**config.mk**
```make
export PLATFORM = sky130hd
export DESIGN_NAME = ultrasonic_echo_ranger
export DESIGN_NICKNAME = d
export VERILOG_FILES = /design/src/rtl/uer_pkg.sv /design/src/rtl/uer_dist.sv /design/src/rtl/uer_ctrl.sv /design/src/rtl/ultrasonic_echo_ranger.sv
export SDC_FILE = /design/constraint.sdc
export NUM_CORES = 1
export LEC_CHECK = 0
export BUFFER_PORTS_ARGS = -buffer_cell sky130_fd_sc_hd__buf_2
export CAP_MARGIN = 10
export CORE_MARGIN = 2
export CORE_UTILIZATION = 48
export DETAILED_ROUTE_END_ITERATION = 8
export HOLD_SLACK_MARGIN = 0.02
export PLACE_DENSITY = 0.63
export SYNTH_ARGS = -nofsm -noshare
export SYNTH_HDL_FRONTEND = slang
export SYNTH_SLANG_ARGS = --single-unit
```
**constraint.sdc**
```tcl
create_clock -name i_clk -period 12.8 [get_ports i_clk]
set_input_delay 0 -clock i_clk [delete_from_list [all_inputs] [get_ports i_clk]]
set_output_delay 0 -clock i_clk [all_outputs]
set_load 0.01 [all_outputs]
```
**src/rtl/uer_pkg.sv**
```systemverilog
`default_nettype none

package uer_pkg;

    // counter width default, legal range 8 to 32
    localparam int COUNT_WIDTH = 16;

    localparam int CFG_IDX_W  = 2;
    localparam int CFG_DATA_W = 16;
    localparam int DUR_W      = 16;
    localparam int CM_W       = 11;
    localparam int IN_W       = 9;

    // register indexes on the configuration port
    localparam logic [CFG_IDX_W-1:0] REG_PRE_LOW = 2'd0;
    localparam logic [CFG_IDX_W-1:0] REG_TRIGGER = 2'd1;
    localparam logic [CFG_IDX_W-1:0] REG_TIMEOUT = 2'd2;

    localparam logic [7:0]       PRE_LOW_RST = 8'd5;
    localparam logic [7:0]       TRIGGER_RST = 8'd10;
    localparam logic [DUR_W-1:0] TIMEOUT_RST = 16'd50000;

    // 1/(2*29.1375) and 1/(2*74.00928) in q16, rounded
    localparam logic [CM_W-1:0] CM_Q16 = 11'd1125;
    localparam logic [IN_W-1:0] IN_Q16 = 9'd443;

    typedef struct packed {
        logic [7:0]       pre_low;
        logic [7:0]       trig_len;
        logic [DUR_W-1:0] timeout;
    } t_cfg;

    typedef struct packed {
        logic             trig;
        logic             busy;
        logic             done;
        logic             tmo;
        logic [DUR_W-1:0] dur;
        logic [DUR_W-1:0] dist_dur;
    } t_res;

endpackage

`default_nettype wire

```
**src/rtl/uer_dist.sv**
```systemverilog
`default_nettype none

// q16 scaling of the echo time into centimetres and inches
module uer_dist (
    input  wire logic [uer_pkg::DUR_W-1:0] i_dur,
    output logic      [uer_pkg::CM_W-1:0]  o_cm,
    output logic      [uer_pkg::IN_W-1:0]  o_in
);

    localparam int CM_PW = uer_pkg::DUR_W + uer_pkg::CM_W;
    localparam int IN_PW = uer_pkg::DUR_W + uer_pkg::IN_W;

    logic [CM_PW-1:0] cm_prod;
    logic [IN_PW-1:0] in_prod;

    assign cm_prod = CM_PW'(i_dur) * CM_PW'(uer_pkg::CM_Q16);
    assign in_prod = IN_PW'(i_dur) * IN_PW'(uer_pkg::IN_Q16);

    assign o_cm = cm_prod[CM_PW-1:16];
    assign o_in = in_prod[IN_PW-1:16];

endmodule

`default_nettype wire

```
**src/rtl/uer_ctrl.sv**
```systemverilog
`default_nettype none

// measurement sequencer, advanced by one tick per step
module uer_ctrl #(
    parameter int COUNT_WIDTH = uer_pkg::COUNT_WIDTH
) (
    input  wire logic          i_clk,
    input  wire logic          i_rst_n,
    input  wire logic          i_step,
    input  wire logic          i_command,
    input  wire logic          i_echo_level,
    input  wire uer_pkg::t_cfg i_cfg,
    output uer_pkg::t_res      o_res
);

    typedef enum logic [4:0] {
        PH_IDLE   = 5'b00001,
        PH_PRELOW = 5'b00010,
        PH_TRIG   = 5'b00100,
        PH_WAIT   = 5'b01000,
        PH_MEAS   = 5'b10000
    } t_phase;

    localparam logic [32:0] MAXC = (33'd1 << COUNT_WIDTH) - 33'd1;
    localparam logic [COUNT_WIDTH-1:0] ONE = {{(COUNT_WIDTH-1){1'b0}}, 1'b1};

    t_phase                 r_phase, n_phase;
    logic [7:0]             r_cnt, n_cnt;
    logic [COUNT_WIDTH-1:0] r_el, n_el;

    logic [31:0]            cap_ext;
    logic [COUNT_WIDTH-1:0] cap;
    logic [7:0]             tlen;
    logic [7:0]             cnt_inc;
    logic [COUNT_WIDTH-1:0] el_inc;
    logic [31:0]            el_ext;
    t_phase                 ph;

    // timeout capped at the counter maximum
    assign cap_ext = (32'(i_cfg.timeout) > MAXC[31:0]) ? MAXC[31:0] : 32'(i_cfg.timeout);
    assign cap     = cap_ext[COUNT_WIDTH-1:0];
    assign tlen    = (i_cfg.trig_len != 8'd0) ? i_cfg.trig_len : 8'd1;
    assign cnt_inc = r_cnt + 8'd1;
    assign el_inc  = (r_el < cap) ? (r_el + ONE) : r_el;
    assign el_ext  = 32'(el_inc);

    always_comb begin
        n_phase = r_phase;
        n_cnt   = r_cnt;
        n_el    = r_el;
        o_res   = '0;
        ph      = r_phase;
        if (r_phase == PH_IDLE && i_command) begin
            ph = (i_cfg.pre_low != 8'd0) ? PH_PRELOW : PH_TRIG;
        end
        unique case (ph)
            PH_IDLE: begin
                n_phase = PH_IDLE;
            end
            PH_PRELOW: begin
                // a fresh start counts from zero
                if (r_phase == PH_IDLE || cnt_inc >= i_cfg.pre_low) begin
                    if (r_phase != PH_IDLE && cnt_inc >= i_cfg.pre_low) begin
                        n_phase = PH_TRIG;
                        n_cnt   = 8'd0;
                    end else if (8'd1 >= i_cfg.pre_low) begin
                        n_phase = PH_TRIG;
                        n_cnt   = 8'd0;
                    end else begin
                        n_phase = PH_PRELOW;
                        n_cnt   = 8'd1;
                    end
                end else begin
                    n_cnt = cnt_inc;
                end
            end
            PH_TRIG: begin
                o_res.trig = 1'b1;
                if (r_phase == PH_IDLE) begin
                    if (8'd1 >= tlen) begin
                        n_phase = PH_WAIT;
                        n_cnt   = 8'd0;
                        n_el    = '0;
                    end else begin
                        n_phase = PH_TRIG;
                        n_cnt   = 8'd1;
                    end
                end else if (cnt_inc >= tlen) begin
                    n_phase = PH_WAIT;
                    n_cnt   = 8'd0;
                    n_el    = '0;
                end else begin
                    n_cnt = cnt_inc;
                end
            end
            PH_WAIT: begin
                if (i_echo_level) begin
                    n_phase = PH_MEAS;
                    n_el    = '0;
                end else begin
                    n_el = el_inc;
                    if (el_inc >= cap) begin
                        o_res.done = 1'b1;
                        o_res.tmo  = 1'b1;
                        o_res.dur  = el_ext[uer_pkg::DUR_W-1:0];
                        n_phase    = PH_IDLE;
                    end
                end
            end
            PH_MEAS: begin
                n_el = el_inc;
                if (!i_echo_level) begin
                    o_res.done     = 1'b1;
                    o_res.dur      = el_ext[uer_pkg::DUR_W-1:0];
                    o_res.dist_dur = el_ext[uer_pkg::DUR_W-1:0];
                    n_phase        = PH_IDLE;
                end else if (el_inc >= cap) begin
                    o_res.done = 1'b1;
                    o_res.tmo  = 1'b1;
                    o_res.dur  = el_ext[uer_pkg::DUR_W-1:0];
                    n_phase    = PH_IDLE;
                end
            end
            default: begin
                n_phase = PH_IDLE;
            end
        endcase
        o_res.busy = (n_phase != PH_IDLE);
    end

    always_ff @(posedge i_clk) begin
        if (!i_rst_n) begin
            r_phase <= PH_IDLE;
            r_cnt   <= 8'd0;
            r_el    <= '0;
        end else if (i_step) begin
            r_phase <= n_phase;
            r_cnt   <= n_cnt;
            r_el    <= n_el;
        end
    end

endmodule

`default_nettype wire

```
**src/rtl/ultrasonic_echo_ranger.sv**
```systemverilog
// ultrasonic echo ranger
// input channel: one beat per microsecond tick, carrying the start command
//   and the sampled echo level; i_in_valid / o_in_stall, taken when valid
//   is high and stall is low
// output channel: exactly one result beat per input beat, in order, on
//   o_out_valid / i_out_stall: trigger level, busy, done, timeout flag,
//   duration in ticks and the distance in centimetres and inches
// path: a beat is registered on entry, then its tick is evaluated against the
//   sequencer state and the result is registered in the result register
// throughput: one beat per cycle while i_out_stall is low; the sequencer update is a few
//   compares, an increment, a 16 x 11 and a 16 x 9 multiply between entry and result registers
// stall: while the result register is held by i_out_stall the entry stage
//   holds too, and o_in_stall rises once the entry register is occupied
// reset: synchronous, active low; the sequencer returns to idle with its
//   counters cleared, both stages empty and the registers back to
//   pre-low 5, trigger 10, timeout 50000
// configuration: plain write port; the user writes only while no tick is in flight, unchecked
`default_nettype none

module ultrasonic_echo_ranger #(
    parameter int COUNT_WIDTH = uer_pkg::COUNT_WIDTH
) (
    input  wire logic                            i_clk,
    input  wire logic                            i_rst_n,
    // configuration writes
    input  wire logic                            i_cfg_we,
    input  wire logic [uer_pkg::CFG_IDX_W-1:0]   i_cfg_index,
    input  wire logic [uer_pkg::CFG_DATA_W-1:0]  i_cfg_data,
    // tick channel
    input  wire logic                            i_in_valid,
    output logic                                 o_in_stall,
    input  wire logic                            i_command,
    input  wire logic                            i_echo_level,
    // result channel
    output logic                                 o_out_valid,
    input  wire logic                            i_out_stall,
    output logic                                 o_trigger_out,
    output logic                                 o_busy_res,
    output logic                                 o_done_res,
    output logic                                 o_timed_out,
    output logic [uer_pkg::DUR_W-1:0]            o_duration_ticks,
    output logic [uer_pkg::CM_W-1:0]             o_distance_cm,
    output logic [uer_pkg::IN_W-1:0]             o_distance_in
);

    uer_pkg::t_cfg r_cfg;

    // entry stage
    logic r_in_valid;
    logic r_command;
    logic r_echo;

    // result stage
    logic                       r_out_valid;
    uer_pkg::t_res              r_res;
    logic [uer_pkg::CM_W-1:0]   r_cm;
    logic [uer_pkg::IN_W-1:0]   r_in;

    logic                       in_take;
    logic                       step;
    uer_pkg::t_res              res;
    logic [uer_pkg::CM_W-1:0]   cm;
    logic [uer_pkg::IN_W-1:0]   inch;

    // the entry beat moves on when the result register is free or being drained
    assign step       = r_in_valid && !(r_out_valid && i_out_stall);
    assign o_in_stall = r_in_valid && r_out_valid && i_out_stall;
    assign in_take    = i_in_valid && !o_in_stall;

    // register file
    always_ff @(posedge i_clk) begin
        if (!i_rst_n) begin
            r_cfg.pre_low  <= uer_pkg::PRE_LOW_RST;
            r_cfg.trig_len <= uer_pkg::TRIGGER_RST;
            r_cfg.timeout  <= uer_pkg::TIMEOUT_RST;
        end else if (i_cfg_we) begin
            unique case (i_cfg_index)
                uer_pkg::REG_PRE_LOW: r_cfg.pre_low  <= i_cfg_data[7:0];
                uer_pkg::REG_TRIGGER: r_cfg.trig_len <= i_cfg_data[7:0];
                uer_pkg::REG_TIMEOUT: r_cfg.timeout  <= i_cfg_data;
                default: begin
                    // unused index, write dropped
                end
            endcase
        end
    end

    // entry register
    always_ff @(posedge i_clk) begin
        if (!i_rst_n) begin
            r_in_valid <= 1'b0;
        end else if (in_take) begin
            r_in_valid <= 1'b1;
        end else if (step) begin
            r_in_valid <= 1'b0;
        end
    end

    always_ff @(posedge i_clk) begin
        if (in_take) begin
            r_command <= i_command;
            r_echo    <= i_echo_level;
        end
    end

    uer_ctrl #(
        .COUNT_WIDTH (COUNT_WIDTH)
    ) u_ctrl (
        .i_clk        (i_clk),
        .i_rst_n      (i_rst_n),
        .i_step       (step),
        .i_command    (r_command),
        .i_echo_level (r_echo),
        .i_cfg        (r_cfg),
        .o_res        (res)
    );

    // distances only for a normal finish, zero otherwise
    uer_dist u_dist (
        .i_dur (res.dist_dur),
        .o_cm  (cm),
        .o_in  (inch)
    );

    // result register
    always_ff @(posedge i_clk) begin
        if (!i_rst_n) begin
            r_out_valid <= 1'b0;
        end else if (step) begin
            r_out_valid <= 1'b1;
        end else if (!i_out_stall) begin
            r_out_valid <= 1'b0;
        end
    end

    always_ff @(posedge i_clk) begin
        if (step) begin
            r_res <= res;
            r_cm  <= cm;
            r_in  <= inch;
        end
    end

    assign o_out_valid      = r_out_valid;
    assign o_trigger_out    = r_res.trig;
    assign o_busy_res       = r_res.busy;
    assign o_done_res       = r_res.done;
    assign o_timed_out      = r_res.tmo;
    assign o_duration_ticks = r_res.dur;
    assign o_distance_cm    = r_cm;
    assign o_distance_in    = r_in;

endmodule

`default_nettype wire

```
Word-level counts from Yosys, hierarchy flattened
Cells that the tools add are included.
- flip-flop bits (word level): 105
- word-level logic and storage cells: 98
- input port bits: 25
- eq/ne operators: 12
- multiplexer cells: 38
- reductions and logical operators: 21
- multiply operators: 2
- add/sub/neg operators: 2
- magnitude comparators: 6
- operator list (operator ; count):
    16-bit 2-to-1 mux ; 7
    16-bit one-hot mux with 3 select lines ; 1
    5-bit 2-to-1 mux ; 8
    8-bit 2-to-1 mux ; 5
    18-bit 2-to-1 mux ; 2
    18-bit one-hot mux with 2 select lines ; 1
    16-bit by 11-bit multiplier with 27-bit output (second input constant) ; 1
    16-bit by 9-bit multiplier with 25-bit output (second input constant) ; 1
    5-bit one-hot mux with 4 select lines ; 1
    16-bit by 1-bit adder with 16-bit output (second input constant) ; 1
    1-bit by 8-bit greater-or-equal comparator with 1-bit output (first input constant) ; 2
    16-bit greater-or-equal comparator ; 1
    8-bit greater-or-equal comparator ; 2
    16-bit < comparator ; 1
    8-bit one-hot mux with 2 select lines ; 1
    8-bit nonzero test ; 2
    5-bit by 1-bit != test with 1-bit output (second input constant) ; 2
    1-bit 2-to-1 mux ; 9
    8-bit by 1-bit adder with 8-bit output (second input constant) ; 1
    2-bit AND reduction ; 4
    1-bit logical AND ; 7
    3-bit 2-to-1 mux ; 2
    5-bit by 1-bit == test with 1-bit output (second input constant) ; 1
    5-bit by 2-bit == test with 1-bit output (second input constant) ; 1
    15 further kinds ; 17

Longest topological paths before layout
Gate-level depths: netlist of the first run.
- depth after elaboration: 7
- mapped depth: 30

Hierarchy
Synthesis of the first run repeated with hierarchy kept, for this count alone.
- cell total of the unflattened synthesis: 1171
- area, all modules: 11089.4 µm²
- by module, submodules not included (module ; area an instance (µm²) ; instances ; cells an instance ; sequential area each (µm²)):
    uer_dist ; 5163.7 ; 1 ; 543 ; 0.0
    uer_ctrl ; 3280.6 ; 1 ; 445 ; 580.6
    ultrasonic_echo_ranger ; 2645.0 ; 1 ; 183 ; 1941.9

Worst setup path before layout of the first run
Ideal clock, no wire load.
- kind: flip-flop to flip-flop
- start point: register u_ctrl.r_el[5]
- end point: register r_in (netlist bit o_distance_in[8]) (data pin)
- data arrival time: 6.716 ns
- clock period less this slack: 6.974 ns
- setup slack: 5.826 ns
- cell stages (with the launch flop): 28
- library setup time: 0.259 ns
- cell sequence: dfxtp_1 > ha_1 > a21o_1 > a221oi_2 > o21a_4 > o21ai_2 > nor4_1 > nand3_1 > xnor2_1 > nand2_1 > inv_1 > ha_1 > inv_1 > fa_1 > inv_1 > fa_1 > inv_1 > fa_1 > inv_1 > ha_1 > nand2_1 > nand3_1 > a2111oi_0 > a21oi_1 > o31a_1 > o41ai_2 > nor2_1 > a211o_1
- longest elaborated chain between the ends: 5
- ends and longest elaborated chain (element ; line ; source):
    start, declared ; uer_ctrl.sv:29 ; logic [COUNT_WIDTH-1:0] r_el, n_el;
    start signal, assigned ; uer_ctrl.sv:139 ; r_el <= n_el;
    16-bit by 1-bit adder with 16-bit output / 16-bit < comparator (equally long branches) ; uer_ctrl.sv:44 ; assign el_inc = (r_el < cap) ? (r_el + ONE) : r_el;
    16-bit 2-to-1 mux (*) ; uer_ctrl.sv:44 ;
    16-bit 2-to-1 mux (*) ; uer_ctrl.sv:112 ; if (!i_echo_level) begin
    16-bit 2-to-1 mux (*) ; uer_ctrl.sv:56 ; unique case (ph)
    16-bit by 9-bit multiplier with 25-bit output (*) ; uer_dist.sv:17 ; assign in_prod = IN_PW'(i_dur) * IN_PW'(uer_pkg::IN_Q16);
    net inch, one bit ; ultrasonic_echo_ranger.sv:63 ; logic [uer_pkg::IN_W-1:0] inch;
    end signal, assigned ; ultrasonic_echo_ranger.sv:140 ; r_in <= inch;
    end, declared ; ultrasonic_echo_ranger.sv:57 ; logic [uer_pkg::IN_W-1:0] r_in;
Mark *: on every way through the listed nets, which the timed path passes. The rest lies on a longest branch.
A chain may end at the register's enable or synchronous reset.

Worst setup path in the final report of the first run
- start point: register r_cfg[11] (netlist bit)
- end point: register r_in (netlist bit o_distance_in[8]) (data pin)
- longest elaborated chain between the ends: 5
- ends and longest elaborated chain (element ; line ; source):
    start, declared ; ultrasonic_echo_ranger.sv:46 ; uer_pkg::t_cfg r_cfg;
    16-bit < comparator ; uer_ctrl.sv:44 ;
    16-bit 2-to-1 mux ; uer_ctrl.sv:44 ;
    16-bit 2-to-1 mux ; uer_ctrl.sv:112 ;
    16-bit 2-to-1 mux ; uer_ctrl.sv:56 ;
    16-bit by 9-bit multiplier with 25-bit output ; uer_dist.sv:17 ;
    net inch, one bit ; ultrasonic_echo_ranger.sv:63 ;
The timed path passes the listed nets, and every way through them passes these cells.

==> results.json, run 1 <==
{
  "status": "complete, no violations",
  "clock_tree.root_cell": "clkbuf_16",
  "drt_iter0_drc": 613,
  "period_share": 0.655,
  "cts_tree": "yes",
  "clock_path_buffers": 2,
  "die_area_um2": 24500,
  "fillerInstances": 2134,
  "ant_nets": 0,
  "crit_fanout": 8,
  "start_util": 0.491,
  "htreeDepth": 3,
  "met1_length_mm": 13.0,
  "cap_violations": 0,
  "wl_per_cell_um": 17.3,
  "worstPathArrival_ns": 8.50,
  "cts_buffers": 9,
  "clock_latency_ns": 0.37,
  "cts_resized": 0,
  "totalWireLength_mm": 28.6,
  "nNetsFinal": 1613,
  "max_slew_margin": 0.342,
  "core_area_um2": 22800,
  "synth_cells": 1248,
  "wl_met2_mm": 13.6,
  "r2r_cells": 28,
  "crit_top_cell": "inv_1",
  "drv_slew": 0,
  "highest_layer": "met4",
  "r2r-start": "r_cfg[11]$_SDFFE_PN0P_",
  "grt_pass1_wl_mm": 47.3,
  "cts.sinks": 105,
  "synthDistinctLibCells": 72,
  "leakagePower_uw": 0.00631,
  "hold_depth": 2,
  "die_x_um": 157,
  "max_freq_mhz": 119,
  "hp-class": "input pin to flop",
  "ys_seq_elements": 105,
  "min-delay-start": "i_rst_n",
  "dr.pass1.iters": 5,
  "synthesis.area_um2": 11200,
  "finalCriticalPeriod_ns": 8.39,
  "worstSetupEndpointType": "flop",
  "grt_pass1_vias": 9065,
  "gp_congestion": 0.930,
  "syn_area_per_cell_um2": 8.95,
  "max_stage_delay_ns": 0.65,
  "dp_cells": 1613,
  "dp_hpwl_mm": 22.8,
  "syn-num-nets": 1528,
  "startpoint_type": "flop",
  "setup_viol": 0,
  "antenna_cells": 0,
  "antenna_found_initial": 0,
  "finalInstanceArea_um2": 12400,
  "timing.setup.tns_ns": 0,
  "grt_max_degree": 49,
  "yosysSeqAreaShare": 0.226,
  "hold_viol_final": 0,
  "worstPathRequired_ns": 12.91,
  "portBuffers": 66,
  "layout-drive-gt1-share": 0.0942,
  "num_vias": 8948,
  "async_flop_share": 0,
  "ys.flop_type": "dfxtp_1",
  "synth-edff-count": 42,
  "syn_to_final_growth_pct": 10.9,
  "vias_per_cell": 5.42,
  "ios": 67,
  "crit_start": "r_cfg[11]$_SDFFE_PN0P_",
  "rsz0062_at_grt": "no",
  "slowest_stage": "nor4_1",
  "peakVddDrop_v": 0.0000540,
  "tightest_slew_ns": 0.962,
  "place_area_um2": 11900,
  "rows": 55,
  "grt_usage": 0.247,
  "instances_no_fill": 1651,
  "die_h_um": 157,
  "ys.warnings.count": 0,
  "drc": 0,
  "critPathKind": "flop to flop",
  "wl_met3_mm": 1.42,
  "pwr_density_cell_nw_per_um2": 56.6,
  "clock_skew_ns": 0.0139,
  "grt_overflow": 0,
  "path_clk_slew_ns": 0.08
}
-- cells in the final DEF (no fill, tap or decap), types with 11 or more instances in the layout --
cell / synthesis / final
fa_1: 81 / 81
a21oi_1: 69 / 69
dfxtp_1: 63 / 63
mux2i_1: 12 / 12
ha_1: 174 / 174
nand3_1: 30 / 30
edfxtp_1: 42 / 42
buf_4: 0 / 13
o21a_1: 16 / 16
nand2b_1: 11 / 11
nand2_1: 95 / 95
xor2_1: 16 / 16
nor2_1: 111 / 111
xnor2_1: 43 / 43
dlygate4sd3_1: 0 / 22
inv_1: 206 / 205
nor3_1: 23 / 23
a21o_1: 35 / 35
o21ai_0: 35 / 35
buf_2: 2 / 66
o211ai_1: 14 / 14
-- worst paths after layout --
kind	to	slack, ns
worst min register to register	r_cfg[12]$_SDFFE_PN0P_	0.46
worst max register to register	o_distance_in[8]$_DFFE_PP_	4.41
worst max-delay path	o_distance_in[8]$_DFFE_PP_	4.41
worst min-delay path	r_cfg[19]$_SDFFE_PN1P_	0.02
-- state kept, by name, summed over array words and instances, names as in the netlist --
| name | cells |
|---|---|
| u_ctrl.r_cnt | 8 |
| o_busy_res | 1 |
| o_trigger_out | 1 |
| o_done_res | 1 |
| r_echo | 1 |
| o_distance_in | 9 |
| r_in_valid | 1 |
| o_duration_ticks | 16 |
| o_distance_cm | 11 |
| r_command | 1 |
| r_cfg | 32 |
| u_ctrl.r_el | 16 |
| o_timed_out | 1 |
| u_ctrl.r_phase | 5 |
| o_out_valid | 1 |
-- synth_stat cells, types with 7 or more instances --
library cell	n	area (µm²)
a2111oi_0	7	61.3
a211oi_1	8	60.1
a21o_1	35	263
a21oi_1	69	345
and2_1	8	50.1
and3_1	10	62.6
clkbuf_1	23	86.3
dfxtp_1	63	1260
edfxtp_1	42	1260
fa_1	81	1620
ha_1	174	2180
inv_1	206	773
mux2i_1	12	120
nand2_1	95	357
nand2b_1	11	68.8
nand3_1	30	150
nand4_1	7	43.8
nor2_1	111	417
nor2b_1	9	56.3
nor3_1	23	115
nor4_1	7	43.8
o211ai_1	14	105
o21a_1	16	120
o21ai_0	35	175
or3_1	8	50.1
xnor2_1	43	377
xor2_1	16	140
-- critical path, delay by kind of cell (launching register included) --
family	cells	cell delay, ns
adders and majority gates	6	2.42
buffers and inverters	6	0.75
DFF	1	0.35
xor gates and xnor gates	1	0.55
AOI/OAI and AO/OA	9	2.66
and+or+nand+nor	6	1.40
-- per-layer routing --
| metal | GRT usage | vias to the layer above |
|---|---|---|
| met1 | 0.331 | 4317 |
| met3 | 0.0363 | 41 |
| met2 | 0.417 | 213 |
| met4 | 0.0647 | 0 |
| li1 | - | 4377 |
| met5 | 0 | - |
-- power by group --
part | total [µW] | internal [µW] | leakage [µW] | switching [µW]
registers | 363 | 358 | 0.000889 | 5.21
logic | 63.2 | 25.6 | 0.00529 | 37.6
clock network | 275 | 135 | 0.000131 | 140
total | 702 | 519 | 0.00631 | 183
-- area by class of cell --
class | instances | area [µm²] | share of cell area
Multi-Input combinational cell | 905 | 7750 | 0.625
Inverter | 210 | 788 | 0.0636
Tap cell | 313 | 392 | 0.0316
Timing Repair Buffer | 102 | 659 | 0.0532
Clock buffer | 10 | 229 | 0.0185
Clock inverter | 6 | 55.1 | 0.00444
Sequential cell | 105 | 2520 | 0.204
-- logic make-up (layout without fill, tap and decap cells) --
group	Yosys count	count (layout)	share of synthesized area
buffers and inverters	238	328	0.0808
AND/OR/NAND/NOR	344	344	0.145
flip-flops	105	105	0.226
multiplexers	13	13	0.0118
XOR/XNOR	62	62	0.0526
AO/OA/AOI/OAI	231	231	0.145
adder cells (fa/ha/maj)	255	255	0.340
-- stage by stage --
stage	power [µW]	utilization	worst slack [ns]	hold slack, ns
after floorplan	407	-	5.83	0.0989
after global placement	429	0.522	4.74	0.179
after detailed placement	429	0.522	4.50	0.182
after CTS	707	0.544	4.47	0.0208
after global routing	728	0.544	3.91	0.0304
final	702	0.544	4.41	0.0231
-- timing repair --
item / CTS / global route
hold endpoints to repair: 36 / 0
buffers inserted: 0 / 0
hold buffers: 22 / 0
Note: power is estimated with default switching activity, not from simulation.
==> inputs of run 2 (changes only) <==
- ABC_AREA: default -> 1
- clock period: 12.8 -> 7.8 ns (I/O delays scaled with it)
==> results.json, run 2 <==
{
  "status": "complete, no violations",
  "grt_pass1_vias": 9451,
  "worstPathArrival_ns": 6.81,
  "synth_area_leader_cell": "ha_1",
  "hold_depth": 3,
  "regMostFlops": "r_cfg",
  "ys_seq_elements": 105,
  "dp_cells": 1804,
  "worstPathRequired_ns": 7.92,
  "portBuffers": 66,
  "dr.pass1.iters": 5,
  "layout-drive-gt1-share": 0.0951,
  "fillerInstances": 2266,
  "clock_path_buffers": 2,
  "min-delay-start": "i_cfg_index[1]",
  "synth-edff-count": 42,
  "hold_end": "r_cfg[17]$_SDFFE_PN1P_",
  "dp_hpwl_mm": 22.1,
  "yosys.area.top_type_share": 0.192,
  "place_area_um2": 12100,
  "die_area_um2": 24800,
  "rows": 56,
  "num_vias": 9354,
  "setup_viol": 0,
  "antenna_found_initial": 0,
  "critPathKind": "flop to flop",
  "r2r_cells": 27,
  "yosys.cell_count.top_type": "inv_1",
  "cts_buffers": 9,
  "multiInputGateArea_um2": 7570,
  "max_freq_mhz": 150,
  "largest_reg_flops": 32,
  "drc": 0,
  "seq_area_um2": 2520,
  "worstSetupEndpointType": "flop",
  "timing.rr.end": "o_distance_in[7]$_DFFE_PP_",
  "syn_to_final_growth_pct": 11.2,
  "drv_slew": 0,
  "start_util": 0.485,
  "instances_no_fill": 1843,
  "cap_violations": 0,
  "ios": 67,
  "crit_top_cell": "fa_1",
  "finalCriticalPeriod_ns": 6.69,
  "die_h_um": 158,
  "synthesis.area_um2": 11300,
  "hold_viol_final": 0,
  "ys.warnings.count": 0,
  "clock_skew_ns": 0.0147,
  "critical_path_buf_inv_count": 4,
  "crit_fanout": 8,
  "r2r-start": "r_cfg[11]$_SDFFE_PN0P_",
  "syn-num-nets": 1706,
  "max_stage_delay_ns": 0.57,
  "final_common_cell": "inv_1",
  "totalWireLength_mm": 27.6,
  "clock_latency_ns": 0.37,
  "pwr_density_cell_nw_per_um2": 95.3,
  "r2r_setup_slack_ns": 1.11,
  "critPathTopFamily": "adder cells",
  "cts.sinks": 105,
  "post_cts.repair.setup_buffers": 0,
  "peakVddDrop_v": 0.0000845,
  "grt_usage": 0.239,
  "startpoint_type": "flop",
  "drt_iter0_drc": 621,
  "nNetsFinal": 1799,
  "grt_overflow": 0,
  "syn_area_per_cell_um2": 7.94,
  "gp_congestion": 0.939,
  "ant_nets": 0,
  "cts_tree": "yes",
  "antenna_cells": 0,
  "synthDistinctLibCells": 52,
  "slowest_stage": "fa_1",
  "tightest_slew_ns": 0.929,
  "yosysSeqAreaShare": 0.223,
  "grt_pass1_wl_mm": 47.0,
  "period_share": 0.857,
  "yosys-top-cells-area": "ha_1 (19%), fa_1 (14%), dfxtp_1 (11%)",
  "synthTopCellsByCount": "inv_1 (298), nand2_1 (230), ha_1 (174)",
  "final_cell_mix": "inv_1 (298), nand2_1 (230), ha_1 (174), nor2_1 (125), a21oi_1 (109)",
  "max_slew_margin": 0.376,
  "wl_per_cell_um": 15.0,
  "leakagePower_uw": 0.00691,
  "async_flop_share": 0,
  "finalInstanceArea_um2": 12600,
  "synth_cells": 1426,
  "die_x_um": 158,
  "path_clk_slew_ns": 0.09,
  "core_area_um2": 23300,
  "clock_tree.root_cell": "clkbuf_16",
  "htreeDepth": 3,
  "vias_per_cell": 5.08,
  "grt_max_degree": 50,
  "hp-class": "input pin to flop",
  "power.total_uw": 1200,
  "rsz0062_at_grt": "no",
  "ys.flop_type": "dfxtp_1",
  "timing.setup.tns_ns": 0
}
-- run 2: cell count changes after synthesis, sizes merged, moves of 20 or more --
cell and change:
a21o -31, a21oi +38, inv +101, nand2 +144
nor2 +25, o21ai +25, xnor2 -41, xor2 +20
-- run 2: worst max-delay path by stage --
stage / start / endpoint / cells after the start
after global placement: r_cfg[9]$_SDFFE_PN1P_ / o_distance_in[7]$_DFFE_PP_ / 27
final: r_cfg[11]$_SDFFE_PN0P_ / o_distance_in[7]$_DFFE_PP_ / 27
after floorplan: u_ctrl.r_el[5]$_SDFFE_PN0P_ / o_distance_in[7]$_DFFE_PP_ / 26
after CTS: r_cfg[15]$_SDFFE_PN1P_ / o_distance_in[7]$_DFFE_PP_ / 26
after global routing: r_cfg[11]$_SDFFE_PN0P_ / o_distance_cm[9]$_DFFE_PP_ / 29
after detailed placement: u_ctrl.r_el[5]$_SDFFE_PN0P_ / o_distance_in[7]$_DFFE_PP_ / 25
-- run 2: cell families (layout without fill, tap and decap cells) --
kind of cell	count (synthesis)	count (layout)	share of synthesized area
fa+ha+maj	255	255	0.336
flops	105	105	0.223
simple gates	466	466	0.182
xor+xnor	41	41	0.0344
buf+inv	327	425	0.109
compound gates	232	232	0.116
-- run 2: layout make-up --
class                   count  area share
well taps                 319      0.0317
flip-flops and latches    105       0.200
clock buffers              10      0.0190
inverters                 311      0.0928
multi-input cells         994       0.601
clock inverters             6     0.00467
repair buffers             98      0.0499
-- run 2: worst reg2reg max path, cell delays in order (launching register included) --
cell and delay, ns:
dfxtp_1 0.32, inv_1 0.06, ha_1 0.31, a21oi_1 0.12
o21ai_0 0.09, nand2_1 0.06, nand2_1 0.11, a21oi_2 0.18
nand4_1 0.15, nor3_1 0.39, nand3_1 0.15, xor2_1 0.30
nor2_1 0.07, buf_4 0.21, fa_1 0.57, fa_1 0.46
fa_1 0.56, inv_1 0.06, fa_1 0.54, inv_1 0.04
ha_1 0.33, nand2_1 0.11, nor4_1 0.45, nand4_1 0.23
nand3_1 0.20, a21oi_1 0.12, o21bai_1 0.16, xor2_1 0.09
-- run 2: stage by stage --
stage               utilization  hold slack (ns)  setup slack [ns]
finish                    0.539           0.0284              1.11
global route              0.539           0.0558             0.542
CTS                       0.539           0.0250              1.08
detailed placement        0.517            0.182              1.14
global placement          0.517            0.187              1.11
floorplan                     -           0.0989              1.74
-- run 2: timing repair --
action	in CTS	in global routing
hold buffers	23	0
hold endpoints to repair	38	0
gates resized for setup	0	0
-- run 2: report_power, final --
group          internal, µW  total, µW  switching, µW
logic                  44.2        124           80.1
registers               587        595           8.03
clock network           235        480            245
total                   866       1200            333
-- run 2: per-layer routing --
layer	GRT usage	routed length, µm	vias to the layer above
met3	0.0389	1220	47
li1	-	-	4795
met2	0.379	12200	204
met1	0.339	13700	4308
met5	0	0	-
met4	0.0654	596	0
